## src/sv/mean_trajectory_distance_defines.svh

```systemverilog
//------------------------------------------------------------------------------
// Mean trajectory distance: assertion macros
// Shared property forms for the checks at the top level.
//------------------------------------------------------------------------------
`ifndef MEAN_TRAJECTORY_DISTANCE_DEFINES_SVH
`define MEAN_TRAJECTORY_DISTANCE_DEFINES_SVH

// same-cycle implication
`define MTD_ASSERT_NOW(lbl, clk_s, rst_n, ante, cons, msg) \
	lbl: assert property (@(posedge clk_s) disable iff (!rst_n) (ante) |-> (cons)) \
		else $error(msg);

// next-cycle implication
`define MTD_ASSERT_NEXT(lbl, clk_s, rst_n, ante, cons, msg) \
	lbl: assert property (@(posedge clk_s) disable iff (!rst_n) (ante) |=> (cons)) \
		else $error(msg);

`endif

```

## src/sv/mtd_pkg.sv

```systemverilog
//------------------------------------------------------------------------------
// mtd_pkg
// Types, widths and controller encodings for the mean trajectory distance block.
//------------------------------------------------------------------------------
`default_nettype none

package mtd_pkg;

	localparam int COORD_W    = 24;
	localparam int MAG_W      = 24;
	localparam int SQ_W       = 2 * MAG_W;
	localparam int RAD_W      = 50;
	localparam int ROOT_W     = RAD_W / 2;
	localparam int REM_W      = ROOT_W + 3;
	localparam int SUM_W      = 34;
	localparam int MEAN_W     = 25;
	localparam int COUNT_W    = 9;
	localparam int MAX_STEPS  = 256;
	localparam int ROOT_STEPS = ROOT_W;
	localparam int DIV_STEPS  = SUM_W;
	localparam int ITER_W     = 6;

	typedef struct packed {
		logic signed [COORD_W-1:0] a_x;
		logic signed [COORD_W-1:0] a_y;
		logic signed [COORD_W-1:0] b_x;
		logic signed [COORD_W-1:0] b_y;
		logic                      last_pair;
	} in_req_t;

	typedef struct packed {
		logic [MEAN_W-1:0]  mean_distance;
		logic [COUNT_W-1:0] pair_count;
		logic               overflow;
	} out_req_t;

	typedef enum logic [2:0] {
		ST_IDLE,
		ST_MUL,
		ST_ADD,
		ST_ROOT,
		ST_ACC,
		ST_DIVL,
		ST_DIV,
		ST_DONE
	} state_t;

	typedef struct packed {
		logic load;
		logic mul;
		logic sqsum;
		logic root_step;
		logic acc;
		logic div_init;
		logic div_step;
		logic out_load;
	} cmd_t;

	typedef struct packed {
		logic last;
		logic out_busy;
	} sts_t;

endpackage

`default_nettype wire

```

## src/sv/mean_trajectory_distance.sv

```systemverilog
// Pair without the last mark: the next request is taken after the MUL and ADD
// squaring states, the 25-step bitwise square root and the ACC accumulate.
// Pair with the last mark: the 34-step restoring divide follows the accumulate;
// the output register frees the input side once loaded.
// Reset (arst_n low, asynchronous): sum, count, overflow flag and output valid clear.
//------------------------------------------------------------------------------
// mean_trajectory_distance
// Mean Euclidean distance over a trajectory pair, one point pair per request.
//------------------------------------------------------------------------------
`default_nettype none

`include "mean_trajectory_distance_defines.svh"

module mean_trajectory_distance (
	input  wire logic          clk,
	input  wire logic          arst_n,
	input  wire logic          in_valid,
	output logic               in_ready,
	input  mtd_pkg::in_req_t   in_data,
	output logic               out_valid,
	input  wire logic          out_ready,
	output mtd_pkg::out_req_t  out_data
);
	import mtd_pkg::*;

	cmd_t cmd;
	sts_t sts;

	mtd_ctrl u_ctrl (
		.clk      (clk),
		.arst_n   (arst_n),
		.in_valid (in_valid),
		.in_ready (in_ready),
		.sts      (sts),
		.cmd      (cmd)
	);

	mtd_datapath u_dp (
		.clk       (clk),
		.arst_n    (arst_n),
		.in_data   (in_data),
		.cmd       (cmd),
		.sts       (sts),
		.out_valid (out_valid),
		.out_ready (out_ready),
		.out_data  (out_data)
	);

	`MTD_ASSERT_NOW(a_cmd_onehot, clk, arst_n, 1'b1, $onehot0(cmd), "datapath commands overlap")
	`MTD_ASSERT_NOW(a_idle_no_iter, clk, arst_n, in_ready, !(cmd.root_step || cmd.div_step), "iteration while ready")
	`MTD_ASSERT_NEXT(a_busy_after_take, clk, arst_n, in_valid && in_ready, !in_ready, "ready right after accept")
	`MTD_ASSERT_NEXT(a_load_shows, clk, arst_n, cmd.out_load, out_valid, "loaded result not shown")

endmodule

`default_nettype wire

```

## src/sv/mtd_ctrl.sv

```systemverilog
//------------------------------------------------------------------------------
// mtd_ctrl
// Sequencer: square, root iterations, accumulate, divide iterations, output.
//------------------------------------------------------------------------------
`default_nettype none

module mtd_ctrl (
	input  wire logic         clk,
	input  wire logic         arst_n,
	input  wire logic         in_valid,
	output logic              in_ready,
	input  mtd_pkg::sts_t     sts,
	output mtd_pkg::cmd_t     cmd
);
	import mtd_pkg::*;

	state_t            state_q, state_d;
	logic [ITER_W-1:0] iter_q;
	logic              iter_clr, iter_inc;

	always_ff @(posedge clk or negedge arst_n) begin
		if (!arst_n) begin
			state_q <= ST_IDLE;
			iter_q  <= '0;
		end else begin
			state_q <= state_d;
			if (iter_clr) begin
				iter_q <= '0;
			end else if (iter_inc) begin
				iter_q <= iter_q + 1'b1;
			end
		end
	end

	always_comb begin
		state_d  = state_q;
		cmd      = '0;
		in_ready = 1'b0;
		iter_clr = 1'b0;
		iter_inc = 1'b0;
		case (state_q)
			ST_IDLE: begin
				in_ready = 1'b1;
				if (in_valid) begin
					cmd.load = 1'b1;
					state_d  = ST_MUL;
				end
			end
			ST_MUL: begin
				cmd.mul = 1'b1;
				state_d = ST_ADD;
			end
			ST_ADD: begin
				cmd.sqsum = 1'b1;
				iter_clr  = 1'b1;
				state_d   = ST_ROOT;
			end
			ST_ROOT: begin
				cmd.root_step = 1'b1;
				iter_inc      = 1'b1;
				if (iter_q == ITER_W'(ROOT_STEPS - 1)) begin
					state_d = ST_ACC;
				end
			end
			ST_ACC: begin
				cmd.acc = 1'b1;
				state_d = sts.last ? ST_DIVL : ST_IDLE;
			end
			ST_DIVL: begin
				cmd.div_init = 1'b1;
				iter_clr     = 1'b1;
				state_d      = ST_DIV;
			end
			ST_DIV: begin
				cmd.div_step = 1'b1;
				iter_inc     = 1'b1;
				if (iter_q == ITER_W'(DIV_STEPS - 1)) begin
					state_d = ST_DONE;
				end
			end
			ST_DONE: begin
				if (!sts.out_busy) begin
					cmd.out_load = 1'b1;
					state_d      = ST_IDLE;
				end
			end
			default: begin
				state_d = ST_IDLE;
			end
		endcase
	end

endmodule

`default_nettype wire

```

## src/sv/mtd_datapath.sv

```systemverilog
//------------------------------------------------------------------------------
// mtd_datapath
// Differences, squares, bitwise square root, running sum and restoring divide.
//------------------------------------------------------------------------------
`default_nettype none

module mtd_datapath (
	input  wire logic          clk,
	input  wire logic          arst_n,
	input  mtd_pkg::in_req_t   in_data,
	input  mtd_pkg::cmd_t      cmd,
	output mtd_pkg::sts_t      sts,
	output logic               out_valid,
	input  wire logic          out_ready,
	output mtd_pkg::out_req_t  out_data
);
	import mtd_pkg::*;

	logic [MAG_W-1:0]   ux_q, uy_q;
	logic               last_q;
	logic [SQ_W-1:0]    sqx_q, sqy_q;
	logic [RAD_W-1:0]   rad_q;
	logic [ROOT_W-1:0]  root_q;
	logic [REM_W-1:0]   rem_q;
	logic [SUM_W-1:0]   quo_q;
	logic [COUNT_W-1:0] drem_q;
	out_req_t           out_q;

	logic [SUM_W-1:0]   sum_q;
	logic [COUNT_W-1:0] steps_q;
	logic               ovf_q;
	logic               out_valid_q;

	logic [COORD_W:0]   dx, dy, ndx, ndy;
	logic [MAG_W-1:0]   ux, uy;
	logic [SQ_W-1:0]    sqx, sqy;
	logic [REM_W-1:0]   rem_sh, trial, rem_sub;
	logic               rem_ge;
	logic [COUNT_W:0]   div_sh, div_sub;
	logic               div_ge;
	logic [SUM_W:0]     sum_add;
	logic               full;

	assign dx  = {in_data.a_x[COORD_W-1], in_data.a_x} - {in_data.b_x[COORD_W-1], in_data.b_x};
	assign dy  = {in_data.a_y[COORD_W-1], in_data.a_y} - {in_data.b_y[COORD_W-1], in_data.b_y};
	assign ndx = '0 - dx;
	assign ndy = '0 - dy;
	assign ux  = dx[COORD_W] ? ndx[MAG_W-1:0] : dx[MAG_W-1:0];
	assign uy  = dy[COORD_W] ? ndy[MAG_W-1:0] : dy[MAG_W-1:0];
	assign sqx = ux_q * ux_q;
	assign sqy = uy_q * uy_q;

	assign rem_sh  = {rem_q[REM_W-3:0], rad_q[RAD_W-1 -: 2]};
	assign trial   = {1'b0, root_q, 2'b01};
	assign rem_ge  = rem_sh >= trial;
	assign rem_sub = rem_sh - trial;

	assign div_sh  = {drem_q, quo_q[SUM_W-1]};
	assign div_ge  = div_sh >= {1'b0, steps_q};
	assign div_sub = div_sh - {1'b0, steps_q};

	assign sum_add = {1'b0, sum_q} + (SUM_W + 1)'(root_q);
	assign full    = steps_q == COUNT_W'(MAX_STEPS);

	always_ff @(posedge clk) begin
		if (cmd.load) begin
			ux_q   <= ux;
			uy_q   <= uy;
			last_q <= in_data.last_pair;
		end
		if (cmd.mul) begin
			sqx_q <= sqx;
			sqy_q <= sqy;
		end
		if (cmd.sqsum) begin
			rad_q  <= RAD_W'(sqx_q) + RAD_W'(sqy_q);
			root_q <= '0;
			rem_q  <= '0;
		end else if (cmd.root_step) begin
			rad_q <= {rad_q[RAD_W-3:0], 2'b00};
			if (rem_ge) begin
				rem_q  <= rem_sub;
				root_q <= {root_q[ROOT_W-2:0], 1'b1};
			end else begin
				rem_q  <= rem_sh;
				root_q <= {root_q[ROOT_W-2:0], 1'b0};
			end
		end
		if (cmd.div_init) begin
			quo_q  <= sum_q;
			drem_q <= '0;
		end else if (cmd.div_step) begin
			if (div_ge) begin
				drem_q <= div_sub[COUNT_W-1:0];
				quo_q  <= {quo_q[SUM_W-2:0], 1'b1};
			end else begin
				drem_q <= div_sh[COUNT_W-1:0];
				quo_q  <= {quo_q[SUM_W-2:0], 1'b0};
			end
		end
		if (cmd.out_load) begin
			out_q.mean_distance <= (steps_q == '0) ? '0 : quo_q[MEAN_W-1:0];
			out_q.pair_count    <= steps_q;
			out_q.overflow      <= ovf_q;
		end
	end

	always_ff @(posedge clk or negedge arst_n) begin
		if (!arst_n) begin
			sum_q       <= '0;
			steps_q     <= '0;
			ovf_q       <= 1'b0;
			out_valid_q <= 1'b0;
		end else begin
			if (cmd.out_load) begin
				sum_q   <= '0;
				steps_q <= '0;
				ovf_q   <= 1'b0;
			end else if (cmd.acc) begin
				if (full) begin
					ovf_q <= 1'b1;
				end else begin
					sum_q   <= sum_add[SUM_W] ? '1 : sum_add[SUM_W-1:0];
					steps_q <= steps_q + 1'b1;
				end
			end
			if (cmd.out_load) begin
				out_valid_q <= 1'b1;
			end else if (out_ready) begin
				out_valid_q <= 1'b0;
			end
		end
	end

	assign sts.last     = last_q;
	assign sts.out_busy = out_valid_q && !out_ready;
	assign out_valid    = out_valid_q;
	assign out_data     = out_q;

endmodule

`default_nettype wire

```

## config.mk

```make
export PLATFORM = sky130hd
export DESIGN_NAME = mean_trajectory_distance
export DESIGN_NICKNAME = d
export VERILOG_FILES = /design/src/sv/mtd_pkg.sv /design/src/sv/mean_trajectory_distance.sv /design/src/sv/mtd_ctrl.sv /design/src/sv/mtd_datapath.sv
export VERILOG_INCLUDE_DIRS = /design/src /design/src/sv
export SDC_FILE = /design/constraint.sdc
export NUM_CORES = 2
export LEC_CHECK = 0
export BUFFER_PORTS_ARGS = -buffer_cell sky130_fd_sc_hd__buf_2
export CAP_MARGIN = 20
export CORE_MARGIN = 2
export CORE_UTILIZATION = 71
export DETAILED_ROUTE_END_ITERATION = 6
export PLACE_DENSITY_LB_ADDON = 0.15
export SETUP_SLACK_MARGIN = 0.5
export SLEW_MARGIN = 20
export SYNTH_ARGS = -nofsm -noshare
export SYNTH_HDL_FRONTEND = slang
export SYNTH_SLANG_ARGS = --single-unit
```

## constraint.sdc

```tcl
create_clock -name clk -period 13.1 [get_ports clk]
set_input_delay 2.62 -clock clk [delete_from_list [all_inputs] [get_ports clk]]
set_output_delay 2.62 -clock clk [all_outputs]
set_load 0.1 [all_outputs]
```

# ---- Word level (Yosys, flattened, before mapping)
# Index checks and enable logic that the tools add are counted.
dict set report word_totals {
  register_bits 378
  latch_bits 0
  ramBits 0
  romBits 0
  memories 0
  input_bits 101
}
dict set report classes {
  div 0
  n_lt_le_gt_ge 2
  n_shift 0
  mux 43
  mul 2
  eq_ne 15
  add_sub_neg 10
  reduce_logical 15
  n_bitwise 0
}
# operator count
set ops {}
lappend ops {{two-way mux 34 bit} 6}
lappend ops {{two-way mux 50 bit} 2}
lappend ops {{multiplier 24 x 24 -> 48 bit} 2}
lappend ops {{subtractor 24 x 24 -> 25 bit} 2}
lappend ops {{adder 48 x 48 -> 49 bit} 1}
lappend ops {{two-way mux 24 bit} 2}
lappend ops {{subtractor 1 x 24 -> 24 bit (first input constant)} 2}
lappend ops {{two-way mux 9 bit} 4}
lappend ops {{adder 34 x 25 -> 35 bit} 1}
lappend ops {{>= comparator 28 x 27 -> 1 bit} 1}
lappend ops {{two-way mux 26 bit} 1}
lappend ops {{subtractor 26 bit} 1}
lappend ops {{one-hot mux 3 bit (8 select lines)} 1}
lappend ops {{two-way mux 1 bit} 20}
lappend ops {{two-way mux 3 bit} 5}
lappend ops {{== test 3 bit (second input constant)} 4}
lappend ops {{two-way mux 6 bit} 2}
lappend ops {{nonzero test 2 bit} 6}
lappend ops {{>= comparator 10 x 9 -> 1 bit} 1}
lappend ops {{adder 9 x 1 -> 9 bit (second input constant)} 1}
lappend ops {{== test 9 bit (second input constant)} 1}
lappend ops {{zero test 9 bit} 1}
lappend ops {{subtractor 9 bit} 1}
lappend ops {{adder 6 x 1 -> 6 bit (second input constant)} 1}
lappend ops {{12 further kinds} 18}

# ---- Longest topological paths before layout
dict set report depth {
  depth_word 6
  ltp_mapped 28
  ltp_nobuf 27
}

# ---- Modules after synthesis
# Synthesis repeated with hierarchy kept, for this count alone.
dict set report unflattened {
  cells_unflattened 5815
  area_unflattened_um2 55274.3
}
# mod area_each_um2 cells_each seq_area_each_um2 n_inst
set modules_own_cells {}
lappend modules_own_cells {mtd_datapath 54566.1 5734 10194.8 1}
lappend modules_own_cells {mtd_ctrl 708.2 81 225.2 1}

# ---- Worst setup path after synthesis
# Ideal clock, no wire load.
dict set report synth_timing {
  kind {reg2reg}
  start {register u_dp.uy_q[17]}
  end {register u_dp.sqy_q[45] (data pin)}
  required_time_ns 12.835
  slack_ns 5.895
  arrival_ns 6.940
  period_less_slack_ns 7.205
  n_path_buf 3
  path_stages_with_launch 28
  path_cell_list {edfxtp_1 -> clkbuf_1 -> clkbuf_1 -> nand2_1 -> fa_1 -> inv_1 -> fa_1 -> fa_1 -> inv_1 -> fa_1 -> inv_1 -> fa_1 -> fa_1 -> inv_1 -> fa_1 -> inv_1 -> ha_1 -> clkbuf_1 -> a21o_1 -> a31o_2 -> a221o_1 -> a21oi_1 -> nand2_1 -> o21ai_1 -> o211ai_1 -> a21oi_1 -> o21ai_0 -> xor2_1}
}
dict set report synth_between {
  elab_chain_len 1
}
# item line_no
set synth_rtl {}
lappend synth_rtl {{start, declared} mtd_datapath.sv:19} ;# logic [MAG_W-1:0] ux_q, uy_q;
lappend synth_rtl {{start signal, assigned} mtd_datapath.sv:68} ;# uy_q <= uy;
lappend synth_rtl {{multiplier 24 x 24 -> 48 bit} mtd_datapath.sv:51} ;# assign sqy = uy_q * uy_q;
lappend synth_rtl {{named net u_dp.sqy[45]} mtd_datapath.sv:36} ;# logic [SQ_W-1:0] sqx, sqy;
lappend synth_rtl {{end signal, assigned} mtd_datapath.sv:73} ;# sqy_q <= sqy;
lappend synth_rtl {{end, declared} mtd_datapath.sv:21} ;# logic [SQ_W-1:0] sqx_q, sqy_q;
# The timed path passes the listed nets, and every way through them passes these cells.
# A chain may end at the register's enable or synchronous reset.

# ---- Worst setup path after layout
dict set report layout_timing {
  start {register u_dp.ux_q[2]}
  end {register u_dp.sqx_q[46] (data pin)}
}
dict set report layout_between {
  elab_chain_len 1
}
# item line_no
set layout_rtl {}
lappend layout_rtl {{start, declared} mtd_datapath.sv:19}
lappend layout_rtl {{start signal, assigned} mtd_datapath.sv:67} ;# ux_q <= ux;
lappend layout_rtl {{multiplier 24 x 24 -> 48 bit} mtd_datapath.sv:50} ;# assign sqx = ux_q * ux_q;
lappend layout_rtl {{named net u_dp.sqx[46]} mtd_datapath.sv:36}
lappend layout_rtl {{end signal, assigned} mtd_datapath.sv:72} ;# sqx_q <= sqx;
lappend layout_rtl {{end, declared} mtd_datapath.sv:21}
# The timed path passes the listed nets, and every way through them passes these cells.

==> impl_metrics.tcl <==
set metrics [dict create \
    cap_violations 0 \
    track_usage_pct 31.69 \
    synth_area_sq_um 55130 \
    status "finished, final reports clean" \
    hold_viol_final 0 \
    layout-drive-gt1-share_pct 5.776 \
    routed_wl_um 120900 \
    placedInstanceArea_sq_um 56660 \
    maxSlewViolCount 0 \
    clock_path_buffers 3 \
    cts_tree "built" \
    fmax_mhz 121.4 \
    slew_headroom_pct 24.49 \
    clkLatencyLatePin_ns 0.60 \
    rows 102 \
    crit_fanout 24 \
    crit_type "reg2reg" \
    min_path_type "reg2reg" \
    dieArea_sq_um 79890 \
    worstMarginPinSlew_ns 1.133 \
    gp_congestion 0.9293 \
    route.detailed.drc 0 \
    ys_ff_latch 376 \
    rsz0062_at_grt "false" \
    startpoint "u_dp.ux_q[2]" \
    hp-start "u_dp.drem_q[8]" \
    die_y_um 282.7 \
    htreeDepth 2 \
    fin_cells 6926 \
    ctsResizeCount 0 \
    grt_max_degree 60 \
    final-setup-viol-count 0 \
    crit_required_ns 13.44 \
    drt_iter0_markers 2532 \
    multi_input_area_sq_um 38960 \
    layout_common_cells "inv_1 (1343), fa_1 (849), ha_1 (522)" \
    wl_per_cell_um 17.45 \
    yosys_warnings 0 \
    seq_area_sq_um 10420 \
    cts_sinks 376 \
    fin_area_sq_um 58100 \
    dp_cells 6849 \
    fin_util_pct 75.24 \
    avgSynthCellArea_sq_um 9.467 \
    antenna_found_initial 0 \
    n_antenna_cell 0 \
    floorplan.initialDensity_pct 71.40 \
    synth_edf_count 262 \
    firstDrtPassIters 6 \
    antenna_left 0 \
    grt_pass1_vias 42410 \
    area_growth_pct 5.384 \
    die_w_um 282.7 \
    post-dp-hpwl_um 96120 \
    slowest_stage "edfxtp_1" \
    core_area_sq_um 77210 \
    synth_fp_nets 7295 \
    nets 7326 \
    period_minus_slack_ns 8.240 \
    design.portCount 138 \
    endpoint_kind "flop" \
    grt-ovfl-total 0 \
    seq_area_frac_synth_pct 18.90 \
    crit_path_start_kind "flop" \
    viasPerCell 5.728 \
    grt_first_pass_wirelength_um 201600 \
    worst_clock_skew_ns 0.02768 \
    clk_pin_slew_worst_paths_ns 0.06 \
    cts_setup_buffers 0 \
    final_common_cell "inv_1" \
    numCtsBuffers 43 \
    portBuffers 137 \
    synthArstFlopShare_pct 14.36 \
    synthCells 5823 \
    via_count 39670 \
    cts_hold_buf 0 \
    cts_root_buf "clkbuf_16" \
    setup_tns_ns 0 \
    fill_cells 5542 \
    synthFlopType "edfxtp_1" \
    synth.distinct_cells 101 \
    critPathMaxStageDelay_ns 1.05 \
    crit_arrival_ns 8.58 \
    r2r_start "u_dp.ux_q[2]" \
    timing.final.crit_share_pct 62.90 \
]
==> routing by layer <==
metal | vias up | GRT usage [%] | wire, um
met5 | - | 0 | 0
met4 | 0 | 14.77 | 6108
met3 | 329 | 3.667 | 6569
met2 | 1207 | 56.36 | 61620
met1 | 19620 | 38.64 | 46560
li1 | 18520 | - | -
==> cell families after synthesis <==
group / synth area share [%]
adder cells (fa/ha/maj): 42.68
multiplexers: 0.9941
XOR/XNOR: 4.585
AND/OR/NAND/NOR: 11.46
flip-flops: 18.90
AO/OA/AOI/OAI: 10.91
buffers and inverters: 10.47
==> flip-flops by register name, indices dropped and copies added, names as in the netlist, 25 cells and up <==
name and cells:
u_dp.root_q 25, u_dp.sqx_q 47, u_dp.rem_q 26, u_dp.sqy_q 47, u_dp.sum_q 34, u_dp.out_data 35
u_dp.quo_q 34, u_dp.rad_q 50
==> critical path: cells and delay by family, from the launching register on <==
family | cells | cell delay, ns
buffers and inverters | 7 | 0.36
AO/OA/AOI/OAI | 4 | 1.22
AND/OR/NAND/NOR | 6 | 1.25
adder cells (fa/ha/maj) | 8 | 4.00
flip-flops | 1 | 1.05
XOR/XNOR | 1 | 0.11
==> synth_stat cells (12+ instances only) <==
library cell / n / share of area (%)
mux2_2: 38 / 0.78
nand2b_1: 32 / 0.36
nand3_1: 55 / 0.50
edfxtp_1: 262 / 14
nor3_1: 46 / 0.42
nand4_1: 37 / 0.42
o21bai_1: 30 / 0.41
a211oi_1: 24 / 0.33
fa_1: 849 / 31
a21o_1: 125 / 1.7
o211ai_1: 27 / 0.37
o22ai_1: 29 / 0.33
and3_1: 30 / 0.34
xnor2_1: 177 / 2.8
nand2_1: 511 / 3.5
nor2b_1: 69 / 0.78
o31ai_1: 13 / 0.18
o21ai_1: 24 / 0.22
and2_1: 248 / 2.8
dfxtp_1: 60 / 2.2
a31oi_1: 30 / 0.34
xor2_1: 106 / 1.7
o21a_1: 29 / 0.39
nor2_1: 170 / 1.2
mux2i_1: 12 / 0.22
a21oi_1: 263 / 2.4
clkbuf_1: 168 / 1.1
dfrtp_1: 54 / 2.5
inv_1: 1343 / 9.1
o21ai_0: 214 / 1.9
ha_1: 522 / 12
==> metrics by stage <==
stage                     worst slack [ns]  hold slack (ns)
after global routing                 4.535           0.4818
after CTS                            5.011           0.4650
after detailed placement             5.045           0.4510
final                                4.860           0.4595
after global placement               5.192           0.4416
after floorplan                      5.895           0.4257
==> worst paths after layout <==
check / endpoint / slack, ns / cells past startpoint
max: u_dp.sqx_q[46] / 4.86 / 26
min: u_dp.drem_q[8] / 0.46 / 2
max reg2reg: u_dp.sqx_q[46] / 4.86 / 26
min reg2reg: u_dp.drem_q[8] / 0.46 / 2
max in group asynchronous: u_dp.steps_q[4] / 10.41 / 2
min in group asynchronous: u_dp.sum_q[5] / 2.18 / 2
==> final cells by class <==
type / count / share of cell area [%]
clock buffers: 55 / 1.947
clock inverters: 22 / 0.5169
inverters: 1345 / 8.690
multi-input cells: 3918 / 67.06
flip-flops and latches: 376 / 17.94
well taps: 1040 / 2.240
repair buffers: 170 / 1.607
Power is left out: the tool's default activity adds up to more than one toggle a clock period on the data nets, which glitch-free logic cannot reach.
